### config.mk
export PLATFORM = sky130hd
export DESIGN_NAME = tls_like_record_deframer_unit
export DESIGN_NICKNAME = d
export VERILOG_FILES = /design/src/tlsrd_pkg.sv /design/src/tls_like_record_deframer_unit.sv
export SDC_FILE = /design/constraint.sdc
export NUM_CORES = 1
export LEC_CHECK = 0
export BUFFER_PORTS_ARGS = -buffer_cell sky130_fd_sc_hd__buf_2
export CAP_MARGIN = 20
export CORE_ASPECT_RATIO = 0.5
export CORE_UTILIZATION = 35
export DETAILED_ROUTE_END_ITERATION = 7
export GPL_ROUTABILITY_DRIVEN = 0
export GPL_TIMING_DRIVEN = 0
export PLACE_DENSITY_LB_ADDON = 0.08
export SETUP_SLACK_MARGIN = 0.1
export SYNTH_ARGS = -nofsm -noshare
export SYNTH_HDL_FRONTEND = slang
export SYNTH_SLANG_ARGS = --single-unit
### constraint.sdc
create_clock -name clk -period 3.4 [get_ports clk]
set_input_delay 0.17 -clock clk [delete_from_list [all_inputs] [get_ports clk]]
set_output_delay 0.17 -clock clk [all_outputs]
set_load 0.005 [all_outputs]
### src/tlsrd_pkg.sv
// Shared constants for the record deframer: header layout and result kinds.
// No dependencies; imported by tls_like_record_deframer_unit.
`default_nettype none

package tlsrd_pkg;

    // Header layout
    localparam logic [7:0] TYPE_APPDATA = 8'h17;
    localparam logic [2:0] HEADER_LEN   = 3'd5;

    // Header byte positions
    localparam logic [2:0] HDR_TYPE     = 3'd0;
    localparam logic [2:0] HDR_VER_HI   = 3'd1;
    localparam logic [2:0] HDR_VER_LO   = 3'd2;
    localparam logic [2:0] HDR_LEN_HI   = 3'd3;

    // Width of header plus payload length sum
    localparam int SUM_W = 17;

    // Result kinds
    typedef enum logic [1:0] {
        KIND_DATA  = 2'd0,
        KIND_EMPTY = 2'd1,
        KIND_ERROR = 2'd2
    } kind_t;

endpackage

`default_nettype wire

### src/tls_like_record_deframer_unit.sv
// Record deframer top level: splits a byte stream into records, at most one result per byte.
// Depends on tlsrd_pkg for header constants and result kinds.
// Results are registered: a result appears in the cycle after the byte that causes it is accepted.
// Throughput: one byte per cycle; intake stalls only while a result waits unclaimed.
// Reset (rst_n low, asynchronous): header count, length, remaining count, dead flag and
// result valid clear; the block then expects a record header.
`default_nettype none

module tls_like_record_deframer_unit
    import tlsrd_pkg::*;
#(
    parameter int MAX_FRAME = 4096
)
(
    input  wire logic       clk,
    input  wire logic       rst_n,
    // byte stream
    input  wire logic       rx_valid,
    output logic            rx_ready,
    input  wire logic [7:0] rx_byte,
    // results
    output logic            rec_valid,
    input  wire logic       rec_ready,
    output logic [1:0]      kind,
    output logic [7:0]      payload_byte,
    output logic            last
);

    localparam logic [SUM_W-1:0] FRAME_LIMIT = SUM_W'(MAX_FRAME);

    // Framing state
    logic [2:0]  header_count_reg, header_count_next;
    logic [7:0]  length_high_reg, length_high_next;
    logic [15:0] payload_remaining_reg, payload_remaining_next;
    logic        dead_reg, dead_next;

    // Result register
    logic        rec_valid_reg, rec_valid_next;
    kind_t       kind_reg, kind_next;
    logic [7:0]  payload_byte_reg, payload_byte_next;
    logic        last_reg, last_next;

    // Per-byte working values
    logic        rx_fire;
    logic        emit;
    kind_t       emit_kind;
    logic [7:0]  emit_byte;
    logic        emit_last;
    logic [2:0]  hdr_pos;
    logic [15:0] rec_len;
    logic [SUM_W-1:0] rec_total;

    // Accept a byte whenever the result slot is free or being drained
    assign rx_ready = !rec_valid_reg || rec_ready;
    assign rx_fire  = rx_valid && rx_ready;

    assign rec_len   = {length_high_reg, rx_byte};
    assign rec_total = {1'b0, rec_len} + SUM_W'(HEADER_LEN);

    // Decode one byte against the framing state
    always_comb
    begin
        header_count_next      = header_count_reg;
        length_high_next       = length_high_reg;
        payload_remaining_next = payload_remaining_reg;
        dead_next              = dead_reg;
        emit                   = 1'b0;
        emit_kind              = KIND_DATA;
        emit_byte              = 8'd0;
        emit_last              = 1'b0;
        hdr_pos                = (header_count_reg >= HEADER_LEN) ? HDR_TYPE : header_count_reg;

        if (!dead_reg)
        begin
            if (header_count_reg >= HEADER_LEN && payload_remaining_reg != 16'd0)
            begin
                // Pass a payload byte, close the record on the final one
                emit                   = 1'b1;
                emit_kind              = KIND_DATA;
                emit_byte              = rx_byte;
                emit_last              = (payload_remaining_reg == 16'd1);
                payload_remaining_next = payload_remaining_reg - 16'd1;
                if (payload_remaining_reg == 16'd1)
                begin
                    header_count_next = HDR_TYPE;
                end
            end
            else
            begin
                unique case (hdr_pos)
                    HDR_TYPE:
                    begin
                        if (rx_byte != TYPE_APPDATA)
                        begin
                            emit      = 1'b1;
                            emit_kind = KIND_ERROR;
                            dead_next = 1'b1;
                        end
                        else
                        begin
                            header_count_next = HDR_VER_HI;
                        end
                    end
                    HDR_VER_HI, HDR_VER_LO:
                    begin
                        header_count_next = hdr_pos + 3'd1;
                    end
                    HDR_LEN_HI:
                    begin
                        length_high_next  = rx_byte;
                        header_count_next = hdr_pos + 3'd1;
                    end
                    default:
                    begin
                        // Low length byte: check size, then report an empty record or open the payload
                        if (rec_total >= FRAME_LIMIT)
                        begin
                            emit      = 1'b1;
                            emit_kind = KIND_ERROR;
                            dead_next = 1'b1;
                        end
                        else if (rec_len == 16'd0)
                        begin
                            emit              = 1'b1;
                            emit_kind         = KIND_EMPTY;
                            emit_last         = 1'b1;
                            header_count_next = HDR_TYPE;
                        end
                        else
                        begin
                            payload_remaining_next = rec_len;
                            header_count_next      = HEADER_LEN;
                        end
                    end
                endcase
            end
        end
    end

    // Load or drain the result register
    always_comb
    begin
        rec_valid_next    = rec_valid_reg && !rec_ready;
        kind_next         = kind_reg;
        payload_byte_next = payload_byte_reg;
        last_next         = last_reg;
        if (rx_fire && emit)
        begin
            rec_valid_next    = 1'b1;
            kind_next         = emit_kind;
            payload_byte_next = emit_byte;
            last_next         = emit_last;
        end
    end

    // Hold control state
    always_ff @(posedge clk or negedge rst_n)
    begin
        if (!rst_n)
        begin
            header_count_reg      <= HDR_TYPE;
            length_high_reg       <= 8'd0;
            payload_remaining_reg <= 16'd0;
            dead_reg              <= 1'b0;
            rec_valid_reg         <= 1'b0;
        end
        else
        begin
            if (rx_fire)
            begin
                header_count_reg      <= header_count_next;
                length_high_reg       <= length_high_next;
                payload_remaining_reg <= payload_remaining_next;
                dead_reg              <= dead_next;
            end
            rec_valid_reg <= rec_valid_next;
        end
    end

    // Hold result payload
    always_ff @(posedge clk)
    begin
        kind_reg         <= kind_next;
        payload_byte_reg <= payload_byte_next;
        last_reg         <= last_next;
    end

    assign rec_valid    = rec_valid_reg;
    assign kind         = kind_reg;
    assign payload_byte = payload_byte_reg;
    assign last         = last_reg;

    // Once dead, the stream stays dead until reset
    a_dead_sticky: assert property (@(posedge clk) disable iff (!rst_n)
        dead_reg |=> dead_reg)
        else $error("dead flag cleared without reset");

    // A pending error result implies the block has gone dead
    a_error_dead: assert property (@(posedge clk) disable iff (!rst_n)
        (rec_valid_reg && kind_reg == KIND_ERROR) |-> dead_reg)
        else $error("error result without dead flag");

    // A dead block produces no new result once the slot drains
    a_dead_quiet: assert property (@(posedge clk) disable iff (!rst_n)
        (dead_reg && (!rec_valid_reg || rec_ready)) |=> !rec_valid_reg)
        else $error("result produced while dead");

    // A nonzero remaining count only exists inside a payload
    a_remaining_phase: assert property (@(posedge clk) disable iff (!rst_n)
        (payload_remaining_reg != 16'd0) |-> (header_count_reg == HEADER_LEN))
        else $error("remaining count outside payload phase");

    // Errors never carry a last mark
    a_error_not_last: assert property (@(posedge clk) disable iff (!rst_n)
        (rec_valid_reg && kind_reg == KIND_ERROR) |-> !last_reg)
        else $error("error result marked last");

endmodule

`default_nettype wire
# Yosys cells after proc, flatten, opt, wreduce, memory -nomap -nowiden
# Cells that the tools add are included.
[op_classes]
muxes = 29
n_lt_le_gt_ge = 2
bitwise_logic = 2
n_reduce_logical = 17
eq_ne = 11
n_addsub = 3
[op_table]
columns = ["operator", "count"]
rows = [
  ["two-way mux 16 bit", 4],
  ["two-way mux 3 bit", 6],
  ["adder 16 x 3 -> 17 bit (second input constant)", 1],
  [">= comparator 17 x 13 -> 1 bit (second input constant)", 1],
  ["== test 16 x 1 -> 1 bit (second input constant)", 1],
  ["logical NOT 16 bit", 1],
  ["nonzero test 16 bit", 1],
  ["subtractor 16 x 1 -> 16 bit (second input constant)", 1],
  ["two-way mux 1 bit", 13],
  ["AND reduction 5 bit", 2],
  ["!= test 8 x 5 -> 1 bit (second input constant)", 1],
  ["== test 3 x 2 -> 1 bit (second input constant)", 2],
  ["one-hot mux 3 bit (2 select lines)", 1],
  ["logical AND 1 bit", 4],
  ["two-way mux 2 bit", 2],
  ["!= test 2 x 1 -> 1 bit (second input constant)", 2],
  ["!= test 2 bit (second input constant)", 2],
  ["!= test 4 x 3 -> 1 bit (second input constant)", 1],
  ["one-hot mux 1 bit (2 select lines)", 2],
  ["one-hot mux 2 bit (2 select lines)", 1],
  ["AND reduction 4 bit", 1],
  ["OR reduction 2 bit", 2],
  ["OR reduction 4 bit", 1],
  ["adder 3 x 1 -> 3 bit (second input constant)", 1],
  ["other kinds (8)", 10],
]
[totals]
input_bits = 12
elab_cells = 72
regBits = 40
out_inout_bits = 13

# Logic depth before layout (Yosys ltp)
# Gate-level depths: netlist (run 1).
[logic_depth]
depth_word = 9
ltp_mapped = 8
depth_no_buf = 8

# Worst setup path before layout (run 1)
# OpenSTA, ideal clock, no wires.
[synth_timing]
path_type = "reg2reg"
start = "register header_count_reg[1]"
end = "register kind_reg[0] (netlist: kind[0]) (enable)"
required_time_ns = 3.013
t_arrival_ns = 1.921
path_buffers = 0
setup_time_ns = 0.387
stages_incl_launch_ff = 7
slack_ns = 1.092
synth_period_minus_slack_ns = 2.308
path_cell_list = "dfrtp_1 > nand2b_1 > ha_1 > inv_1 > a211oi_1 > a211oi_1 > a31oi_1"
[synth_between]
elab_chain_cells = 8
word_cells_on_any_way = 12
classes_between = "order compare: 1; eq/ne: 3; mux: 4; reduce/logical: 4"
[synth_rtl]
columns = ["item", "line_no", "rtl"]
rows = [
  ["from (decl)", "tls_like_record_deframer_unit.sv:32", "logic [2:0] header_count_reg, header_count_next;"],
  ["from (signal assigned)", "tls_like_record_deframer_unit.sv:171", "header_count_reg <= header_count_next;"],
  [">= comparator 3 bit", "tls_like_record_deframer_unit.sv:71, tls_like_record_deframer_unit.sv:75", ""],
  ["two-way mux 3 bit", "tls_like_record_deframer_unit.sv:71", "hdr_pos = (header_count_reg >= HEADER_LEN) ? HDR_TYPE : header_count_reg;"],
  ["== test 3 x 2 -> 1 bit or == test 3 x 1 -> 1 bit (tied branches)", "tls_like_record_deframer_unit.sv:90", "unique case (hdr_pos)"],
  ["OR reduction 3 bit (no line)", "-", ""],
  ["one-hot mux 1 bit (2 select lines)", "tls_like_record_deframer_unit.sv:90", ""],
  ["two-way mux 1 bit (*)", "tls_like_record_deframer_unit.sv:75", "if (header_count_reg >= HEADER_LEN && payload_remaining_reg != 16'd0)"],
  ["two-way mux 1 bit (*)", "tls_like_record_deframer_unit.sv:73", "if (!dead_reg)"],
  ["logical AND 1 bit (*)", "tls_like_record_deframer_unit.sv:147", "if (rx_fire && emit)"],
  ["to (signal assigned)", "tls_like_record_deframer_unit.sv:183", "kind_reg <= kind_next;"],
  ["to (decl)", "tls_like_record_deframer_unit.sv:39", "kind_t kind_reg, kind_next;"],
]
# Every way passes the cells marked *; elsewhere a longest branch is shown, timed or not.
# A chain may end at the register's enable or synchronous reset.

# Final worst setup path (run 1)
[layout_timing]
start = "register length_high_reg[1]"
end = "register last_reg (netlist: last) (enable)"
[layout_between]
elab_chain_cells = 7
word_cells_on_any_way = 9
classes_between = "add/sub: 1; order compare: 1; mux: 5; reduce/logical: 2"
[layout_rtl]
columns = ["item", "line_no", "rtl"]
rows = [
  ["from (decl)", "tls_like_record_deframer_unit.sv:33", "logic [7:0] length_high_reg, length_high_next;"],
  ["from (signal assigned)", "tls_like_record_deframer_unit.sv:172", "length_high_reg <= length_high_next;"],
  ["adder 16 x 3 -> 17 bit or logical NOT 16 bit (tied branches)", "tls_like_record_deframer_unit.sv:58, tls_like_record_deframer_unit.sv:122", ""],
  [">= comparator 17 x 13 -> 1 bit or two-way mux 1 bit (tied branches)", "tls_like_record_deframer_unit.sv:116, tls_like_record_deframer_unit.sv:122", ""],
  ["two-way mux 1 bit (*)", "tls_like_record_deframer_unit.sv:116", "if (rec_total >= FRAME_LIMIT)"],
  ["one-hot mux 1 bit (2 select lines) (*)", "tls_like_record_deframer_unit.sv:90", ""],
  ["two-way mux 1 bit (*)", "tls_like_record_deframer_unit.sv:75", ""],
  ["two-way mux 1 bit (*)", "tls_like_record_deframer_unit.sv:73", ""],
  ["logical AND 1 bit (*)", "tls_like_record_deframer_unit.sv:147", ""],
  ["to (signal assigned)", "tls_like_record_deframer_unit.sv:185", "last_reg <= last_next;"],
  ["to (decl)", "tls_like_record_deframer_unit.sv:41", "logic last_reg, last_next;"],
]
# Marked as above.

==> results.py, run 1 <==
metrics = {
    "grt": {
        "grt_overflow": 0,
        "grt_first_pass_wirelength_um": 11200,
        "grt_pass1_vias": 1933,
        "track_usage_pct": 21.1,
        "grt_start_max_net_pins": 30,
        "antenna_found_initial": 0,
    },
    "drt": {
        "dr_total_vias": 2123,
        "dr.pass1.iters": 4,
        "viasPerCell": 5.88,
        "met3_length_um": 551,
        "ant_nets": 0,
        "drc": 0,
        "route.met2.wl_um": 2740,
        "wl_per_cell_um": 18.7,
        "drt-initial-drc-count": 252,
        "met1_length_um": 3370,
        "routed.top_layer": "met4",
        "wl_um": 6760,
    },
    "sta": {
        "relSlewSlack_pct": 44.2,
        "fmax_mhz": 387,
        "tns_ps": 0,
        "rsz0062_at_grt": "no",
        "finalCritPeriodShare_pct": 75.9,
        "period_minus_slack_ps": 2580,
        "skew_ps": 6.83,
        "max_slew.worst_pin.slew_ps": 829,
        "maxSlewViolCount": 0,
        "hold_viol": 0,
        "setup_viol": 0,
    },
    "min_path": {
        "min_path_type": "in -> reg",
    },
    "cells_and_area": {
        "n_antenna_cell": 0,
        "fin_cells": 361,
        "fin_area_um2": 2820,
        "largest_reg_flops": 16,
        "final_net_count": 292,
        "fillers": 634,
        "drive_gt1_share_pct": 22.3,
        "areaGrowthSynthToFinish_pct": 17.3,
    },
    "place": {
        "dpl-instance-area_um2": 2640,
        "placed_cells": 352,
        "numPortBuffers": 24,
        "dp_hpwl_um": 4970,
    },
    "clock_tree": {
        "cts_setup_buffers": 0,
        "clock_latency_ps": 300,
        "ctsResizeCount": 0,
        "numCtsBuffers": 5,
        "root_buffer": "clkbuf_16",
        "cts_tree": "yes",
        "cts-htree-levels": 2,
        "cts-hold-fix-buffers": 1,
        "cts.reportedPaths.clkPinSlew_ps": 70,
        "max-clock-path-buffers": 2,
        "cts.sinks": 40,
    },
    "power_and_ir_drop": {
        "intPower_mw": 0.844,
        "peakVddDrop_mv": 0.178,
        "swShare_pct": 22.1,
        "power.density_nw_per_um2": 385,
        "p_switching_mw": 0.240,
        "seqPwrFrac_pct": 45.3,
        "combinationalPowerShare_pct": 2.6,
        "power_frac_clock_pct": 52.1,
        "p_leak_nw": 1.19,
    },
    "setup_path": {
        "startpoint_type": "register",
        "cp_max_fo": 8,
        "cp.required_ps": 3410,
        "worstPathArrival_ps": 2590,
        "critical_path.endpoint_type": "register",
        "worstSetupPathType": "reg -> reg",
    },
    "synth": {
        "syn_nets": 259,
        "ys_top_cells_by_count": "dfrtp_1, nor2_1, nor3_1",
        "yosys.area.top_type_share_pct": 30.2,
        "yosys_most_used_dff": "dfrtp_1",
        "yosys_warnings": 0,
        "syn_inst": 239,
        "syn_area_um2": 2400,
        "synthArstFlopShare_pct": 72.5,
        "avgSynthCellArea_um2": 10.1,
        "yosys.area.top_type": "dfrtp_1",
        "yosysMostFrequentCell": "dfrtp_1",
        "ys_seq_area_share_pct": 43.9,
        "ys_ff_latch": 40,
        "ys_types": 60,
        "synth_edf_count": 11,
        "synthTopCellsByArea": "dfrtp_1, edfxtp_1, ha_1",
    },
    "floorplanning": {
        "io-pin-count": 25,
        "fp.dieH_um": 60.6,
        "coreArea_um2": 6360,
        "initial_core_util_pct": 37.8,
        "die_w_um": 119,
        "rows": 20,
        "die-area_um2": 7230,
    },
    "job": {
        "drv_cap": 0,
    },
    "run_status": {
        "status": "complete, no violations",
    },
}
==> power by group through the flow <==
stage / logic [mW] / clock network [mW] / registers [mW]
3_3_place_gp: 0.0282 / 0 / 0.501
3_5_place_dp: 0.0280 / 0 / 0.501
4_1_cts: 0.0289 / 0.567 / 0.492
2_1_floorplan: 0.00356 / 0 / 0.501
6_report: 0.0283 / 0.565 / 0.492
5_1_grt: 0.0310 / 0.587 / 0.491
==> metal layers <==
layer  global-route usage [%]  up-vias
met5                        0        -
met4                     5.97        0
met3                     4.79        9
met2                     30.5       73
met1                     31.4     1041
li1                         -     1000
==> metrics by stage <==
step / hold slack, ps / setup WS [ps] / power, mW / utilization, %
floorplan: -126 / 1090 / 0.505 / -
global placement: 258 / 593 / 0.529 / 41.5
detailed placement: 256 / 847 / 0.529 / 41.6
CTS: 167 / 836 / 1.09 / 44.4
global route: 196 / 567 / 1.11 / 44.4
finish: 169 / 818 / 1.08 / 44.4
==> logic make-up (layout without fill, tap and decap cells) <==
logic type	Yosys count	after routing	share of synthesized area [%]
buffers and inverters	19	53	3.33
AO/OA/AOI/OAI	46	46	14.0
XOR/XNOR	1	1	0.364
multiplexers	11	11	4.99
AND/OR/NAND/NOR	114	114	29.2
flip-flops	40	40	43.9
adder cells (fa/ha/maj)	8	8	4.16
==> area by class of cell <==
type                    instances  area (um^2)  area share, %
plain buffers                   7         35.0           1.24
clock buffers                   5          125           4.44
clock inverters                 3         42.5           1.51
inverters                      12         45.0           1.60
multi-input cells             180         1270           45.0
flip-flops and latches         40         1060           37.4
well taps                      88          110           3.90
repair buffers                 26          138           4.88
==> placed cells by master, fill, tap and decap left out, drive strengths merged, types with 8 or more instances in the layout <==
master | Yosys | routed
nor4 | 13 | 13
o21ai | 12 | 12
nand4 | 8 | 8
and3 | 13 | 13
dfrtp | 29 | 29
edfxtp | 11 | 11
buf | 2 | 27
inv | 12 | 12
mux2 | 8 | 8
ha | 8 | 8
nor2 | 20 | 20
nand2 | 9 | 9
nor3 | 17 | 17
clkbuf | 5 | 10
nand3 | 11 | 11
==> worst max-delay path, cell delays in order (launching register included) <==
cell and delay [ps]:
dfrtp_1 430, nand4_1 140, nor4_1 740, a211oi_1 250, a31oi_1 460, buf_4 270
==> worst paths after layout <==
check                                               from                       end  slack (ps)  depth (start not counted)
worst max register to register        length_high_reg[1]                      last         820                          5
min in group asynchronous                          rst_n  payload_remaining_reg[3]         450                          2
worst min register to register  payload_remaining_reg[7]  payload_remaining_reg[7]         530                          1
worst min-delay path                          rx_byte[6]        length_high_reg[6]         170                          2
worst max-delay path                  length_high_reg[1]                      last         820                          5
max in group asynchronous                          rst_n                 rec_valid        2500                          2
Note: power is estimated with default switching activity, not from simulation.
==> inputs of run 2 (changes only) <==
==> constraint.sdc (replaced) <==
create_clock -name clk -period 2.7 [get_ports clk]
set_input_delay 0.135 -clock clk [delete_from_list [all_inputs] [get_ports clk]]
set_output_delay 0.135 -clock clk [all_outputs]
set_load 0.005 [all_outputs]
==> run 2 against run 1 <==
Total power is 26% higher. Wire length up 0.15%. Sequential share of layout area is 0.54 points lower. Critical path depth unchanged. Combinational power grew 27%. Cell count is 0.55% higher. Critical path type unchanged. Hold slack worse by 36 ps. Via count decreased by 1.6%.
==> results.py, run 2 (synthesis gave the netlist of run 1 again) <==
metrics = {
    "power_and_ir_drop": {
        "peakVddDrop_mv": 0.225,
        "seqPwrFrac_pct": 45.5,
        "power_frac_clock_pct": 51.9,
        "p_leak_nw": 1.20,
        "power.density_nw_per_um2": 476,
        "swShare_pct": 21.9,
        "combinationalPowerShare_pct": 2.6,
        "p_switching_mw": 0.298,
        "intPower_mw": 1.06,
    },
    "sta": {
        "fmax_mhz": 420,
        "period_minus_slack_ps": 2380,
        "setup_viol": 0,
        "tns_ps": 0,
        "maxSlewViolCount": 0,
        "relSlewSlack_pct": 45.0,
        "skew_ps": 6.14,
        "hold_viol": 0,
        "rsz0062_at_grt": "no",
        "finalCritPeriodShare_pct": 88.2,
        "setup_ws_ps": 318,
        "max_slew.worst_pin.slew_ps": 820,
    },
    "cells_and_area": {
        "fillers": 629,
        "areaGrowthSynthToFinish_pct": 19.0,
        "drive_gt1_share_pct": 24.4,
        "largest_reg_flops": 16,
        "multi_input_area_um2": 1290,
        "n_antenna_cell": 0,
        "final_net_count": 294,
        "seqCellArea_um2": 1060,
        "fin_area_um2": 2860,
        "layout_commonest_cell": "dfrtp_1",
        "final_cell_mix": "dfrtp_1, buf_2, nor2_1",
    },
    "clock_tree": {
        "cts.reportedPaths.clkPinSlew_ps": 70,
        "cts-htree-levels": 2,
        "clock_latency_ps": 300,
        "max-clock-path-buffers": 2,
        "cts_tree": "yes",
        "numCtsBuffers": 5,
        "root_buffer": "clkbuf_16",
        "cts.sinks": 40,
    },
    "grt": {
        "grt_pass1_vias": 1933,
        "grt_start_max_net_pins": 30,
        "grt_overflow": 0,
        "track_usage_pct": 21.1,
        "grt_first_pass_wirelength_um": 11200,
        "antenna_found_initial": 0,
    },
    "setup_path": {
        "worstPathArrival_ps": 2540,
        "crit_slowest_cell": "nor4_1",
        "cp.required_ps": 2860,
        "worstSetupPathType": "reg -> reg",
        "crit_chain": "o21ai_1 -> nor4_1 -> nand2_1 -> o311ai_0 -> o21ai_0",
        "cp_max_fo": 8,
        "critical_path.endpoint_type": "register",
        "slowest_delay_ps": 610,
        "startpoint_type": "register",
    },
    "floorplanning": {
        "die_w_um": 119,
        "fp.dieH_um": 60.6,
        "io-pin-count": 25,
        "rows": 20,
        "initial_core_util_pct": 37.8,
        "coreArea_um2": 6360,
        "die-area_um2": 7230,
    },
    "place": {
        "dpl-instance-area_um2": 2640,
        "numPortBuffers": 24,
        "dp_hpwl_um": 4970,
        "dpl_worst_slack_ps": 147,
    },
    "drt": {
        "wl_um": 6770,
        "dr_total_vias": 2090,
        "dr.pass1.iters": 4,
        "viasPerCell": 5.76,
        "drc": 0,
        "wl_per_cell_um": 18.7,
        "drt-initial-drc-count": 266,
        "ant_nets": 0,
    },
    "min_path": {
        "min_path_type": "in -> reg",
    },
    "job": {
        "drv_cap": 0,
    },
    "run_status": {
        "status": "complete, no violations",
    },
}
## run 2: cell type report
type	instances	share of cell area [%]
buffer	7	1.22
clock inverter	3	1.49
clock buffer	5	4.37
tap	88	3.85
multi-input combinational	180	45.3
sequential	40	36.9
inverter	12	1.57
timing repair buffer	28	5.33
## run 2: path summary, 6_finish.rpt
kind | start | to | slack (ps) | cells after the start
max | header_count_reg[1] | payload_remaining_reg[5] | 320 | 5
min | rx_byte[6] | length_high_reg[6] | 130 | 2
max reg2reg | header_count_reg[1] | payload_remaining_reg[5] | 320 | 5
min reg2reg | payload_remaining_reg[7] | payload_remaining_reg[7] | 540 | 1
max in group asynchronous | rst_n | rec_valid | 1840 | 2
min in group asynchronous | rst_n | payload_remaining_reg[5] | 410 | 2
## run 2: worst max-delay path: cells and delay by family, from the launching register on
kind | cells | cell delay (ps)
and+or+nand+nor | 2 | 930
AOI/OAI and AO/OA | 3 | 850
DFF | 1 | 470
## run 2: repair_timing
item,CTS,global route
setup buffers,0,2
gates resized for setup,0,5
endpoints found under the setup margin,0,21
hold buffers,1,0
hold endpoints to repair,29,0
## run 2: stage by stage
| step | cells | power, mW | hold WS (ps) | utilization, % |
|---|---|---|---|---|
| 5_1_grt | 363 | 1.40 | 161 | 45.0 |
| 3_5_place_dp | 352 | 0.666 | 221 | 41.6 |
| 3_3_place_gp | 351 | 0.667 | 223 | 41.5 |
| 2_1_floorplan | 239 | 0.636 | -161 | - |
| 4_1_cts | 361 | 1.37 | 132 | 44.4 |
| 6_report | 363 | 1.36 | 132 | 45.0 |
## run 2: layer usage
metal / up-vias / wire [um] / global-route usage [%]
li1: 994 / - / -
met1: 1027 / 3430 / 31.4
met2: 62 / 2780 / 30.5
met3: 7 / 487 / 4.79
met4: 0 / 76 / 5.97
met5: - / 0 / 0
## run 2: power by group through the flow
stage                     logic (mW)  registers, mW  clock network, mW
final                         0.0358          0.619              0.707
after floorplan              0.00449          0.631                  0
after CTS                     0.0364          0.619              0.714
after global routing          0.0394          0.619              0.739
after global placement        0.0356          0.631                  0
after detailed placement      0.0352          0.631                  0
==> inputs of run 3 (changes only) <==
==> constraint.sdc (replaced) <==
create_clock -name clk -period 2.7 [get_ports clk]
set_input_delay 0.81 -clock clk [delete_from_list [all_inputs] [get_ports clk]]
set_output_delay 0.81 -clock clk [all_outputs]
set_load 0.005 [all_outputs]
==> run 3 against run 2 <==
Critical path depth increased by 1. Die area did not move. Flip-flop and latch count stayed put. Sequential power about the same. Combinational power about the same. Clock power decreased by 17%. Hold slack better by 390 ps. Sequential share of layout area is 0.47 points higher. Utilization shrank 0.57 points. Critical endpoint is now payload_byte[3].
==> results.py, run 3 (synthesis gave the netlist of run 1 again) <==
metrics = {
    "drt": {
        "dr.pass1.iters": 4,
        "drc": 0,
        "wl_um": 6660,
        "wl_per_cell_um": 18.5,
        "dr_total_vias": 2101,
        "viasPerCell": 5.84,
        "ant_nets": 0,
        "drt-initial-drc-count": 163,
    },
    "floorplanning": {
        "coreArea_um2": 6360,
        "rows": 20,
        "die_w_um": 119,
        "fp.dieH_um": 60.6,
        "io-pin-count": 25,
        "initial_core_util_pct": 37.8,
        "die-area_um2": 7230,
    },
    "sta": {
        "skew_ps": 7.64,
        "max_slew.worst_pin.slew_ps": 781,
        "relSlewSlack_pct": 47.6,
        "hold_viol": 0,
        "rsz0062_at_grt": "no",
        "setup_viol": 0,
        "tns_ps": 0,
        "period_minus_slack_ps": 2510,
        "setup_ws_ps": 195,
        "maxSlewViolCount": 0,
        "fmax_mhz": 399,
        "finalCritPeriodShare_pct": 92.8,
    },
    "cells_and_area": {
        "fin_util_pct": 44.4,
        "final_cell_mix": "dfrtp_1, buf_2, nor2_1",
        "multi_input_area_um2": 1300,
        "final_net_count": 291,
        "seqCellArea_um2": 1060,
        "largest_reg_flops": 16,
        "drive_gt1_share_pct": 23.9,
        "layout_commonest_cell": "dfrtp_1",
        "areaGrowthSynthToFinish_pct": 17.5,
        "n_antenna_cell": 0,
        "fillers": 643,
    },
    "power_and_ir_drop": {
        "peakVddDrop_mv": 0.202,
        "p_switching_mw": 0.275,
        "combinationalPowerShare_pct": 2.9,
        "power_frac_clock_pct": 47.3,
        "swShare_pct": 22.1,
        "p_leak_nw": 1.17,
        "power.density_nw_per_um2": 440,
        "seqPwrFrac_pct": 49.8,
        "p_total_mw": 1.24,
        "intPower_mw": 0.969,
    },
    "grt": {
        "antenna_found_initial": 0,
        "grt_overflow": 0,
        "grt_pass1_vias": 1873,
        "grt_first_pass_wirelength_um": 10600,
        "grt_start_max_net_pins": 30,
        "track_usage_pct": 20.2,
    },
    "clock_tree": {
        "cts.reportedPaths.clkPinSlew_ps": 60,
        "cts-htree-levels": 2,
        "numCtsBuffers": 5,
        "cts.sinks": 40,
        "cts_tree": "yes",
        "max-clock-path-buffers": 2,
        "clock_latency_ps": 290,
        "root_buffer": "clkbuf_16",
    },
    "setup_path": {
        "cp_max_fo": 11,
        "worstPathArrival_ps": 2510,
        "startpoint_type": "input port",
        "critical_path.endpoint_type": "register",
        "rr_startpoint": "payload_remaining_reg[4]",
        "cp-startpoint": "rx_byte[5]",
        "worstSetupPathType": "in -> reg",
        "cp.required_ps": 2710,
    },
    "min_path": {
        "hold_path.startpoint": "payload_remaining_reg[7]",
        "min_path_type": "reg -> reg",
    },
    "job": {
        "drv_cap": 0,
    },
    "place": {
        "numPortBuffers": 24,
        "dp_hpwl_um": 4980,
        "dpl_worst_slack_ps": -428,
    },
    "run_status": {
        "status": "complete, no violations",
    },
}
[run 3: final timing paths]
check / end / slack (ps) / cells past startpoint
min in group asynchronous: payload_remaining_reg[5] / 570 / 1
setup reg to reg: rec_valid / 260 / 7
hold reg to reg: payload_remaining_reg[7] / 520 / 1
setup / recovery: payload_byte[3] / 190 / 6
max in group asynchronous: payload_remaining_reg[8] / 1680 / 1
hold / removal: payload_remaining_reg[7] / 520 / 1
[run 3: final cells by class]
class | instances | area share, %
plain buffers | 7 | 1.24
clock buffers | 6 | 4.56
clock inverters | 2 | 0.443
inverters | 12 | 1.59
multi-input cells | 180 | 45.9
flip-flops and latches | 40 | 37.4
well taps | 88 | 3.90
repair buffers | 25 | 4.96
[run 3: metal layers]
layer / vias to the layer above / GRT usage, % / part of all wire [%]
li1: 1003 / - / -
met1: 1023 / 29.5 / 49
met2: 66 / 29.7 / 42
met3: 9 / 4.89 / 7.9
met4: 0 / 6.33 / 1.2
met5: - / 0 / 0
[run 3: critical path, stage by stage]
cell     delay [ps]
buf_2           160
nor4_1          490
and3_1          310
nand3_1         270
a31oi_4         320
buf_12          160
[run 3: per-stage QoR]
| step | area (um^2) | std cells | hold slack [ps] |
|---|---|---|---|
| 2_1_floorplan | 2410 | 239 | 480 |
| 3_3_place_gp | 2640 | 351 | 504 |
| 3_5_place_dp | 2640 | 351 | 515 |
| 4_1_cts | 2800 | 359 | 526 |
| 5_1_grt | 2830 | 360 | 549 |
| 6_report | 2830 | 360 | 519 |
[run 3: repair_timing]
item | CTS | global route
gates resized for setup | 3 | 1
endpoints found under the setup margin | 12 | 21
hold buffers | 0 | 0
cloned | 0 | 0
setup buffers | 0 | 1
pin swaps | 0 | 1
[run 3: power by group through the flow]
stage	registers, mW	clock network (mW)	logic [mW]
2_1_floorplan	0.631	0	0.00450
6_report	0.619	0.588	0.0355
4_1_cts	0.619	0.594	0.0356
5_1_grt	0.619	0.639	0.0384
3_5_place_dp	0.631	0	0.0354
3_3_place_gp	0.631	0	0.0356
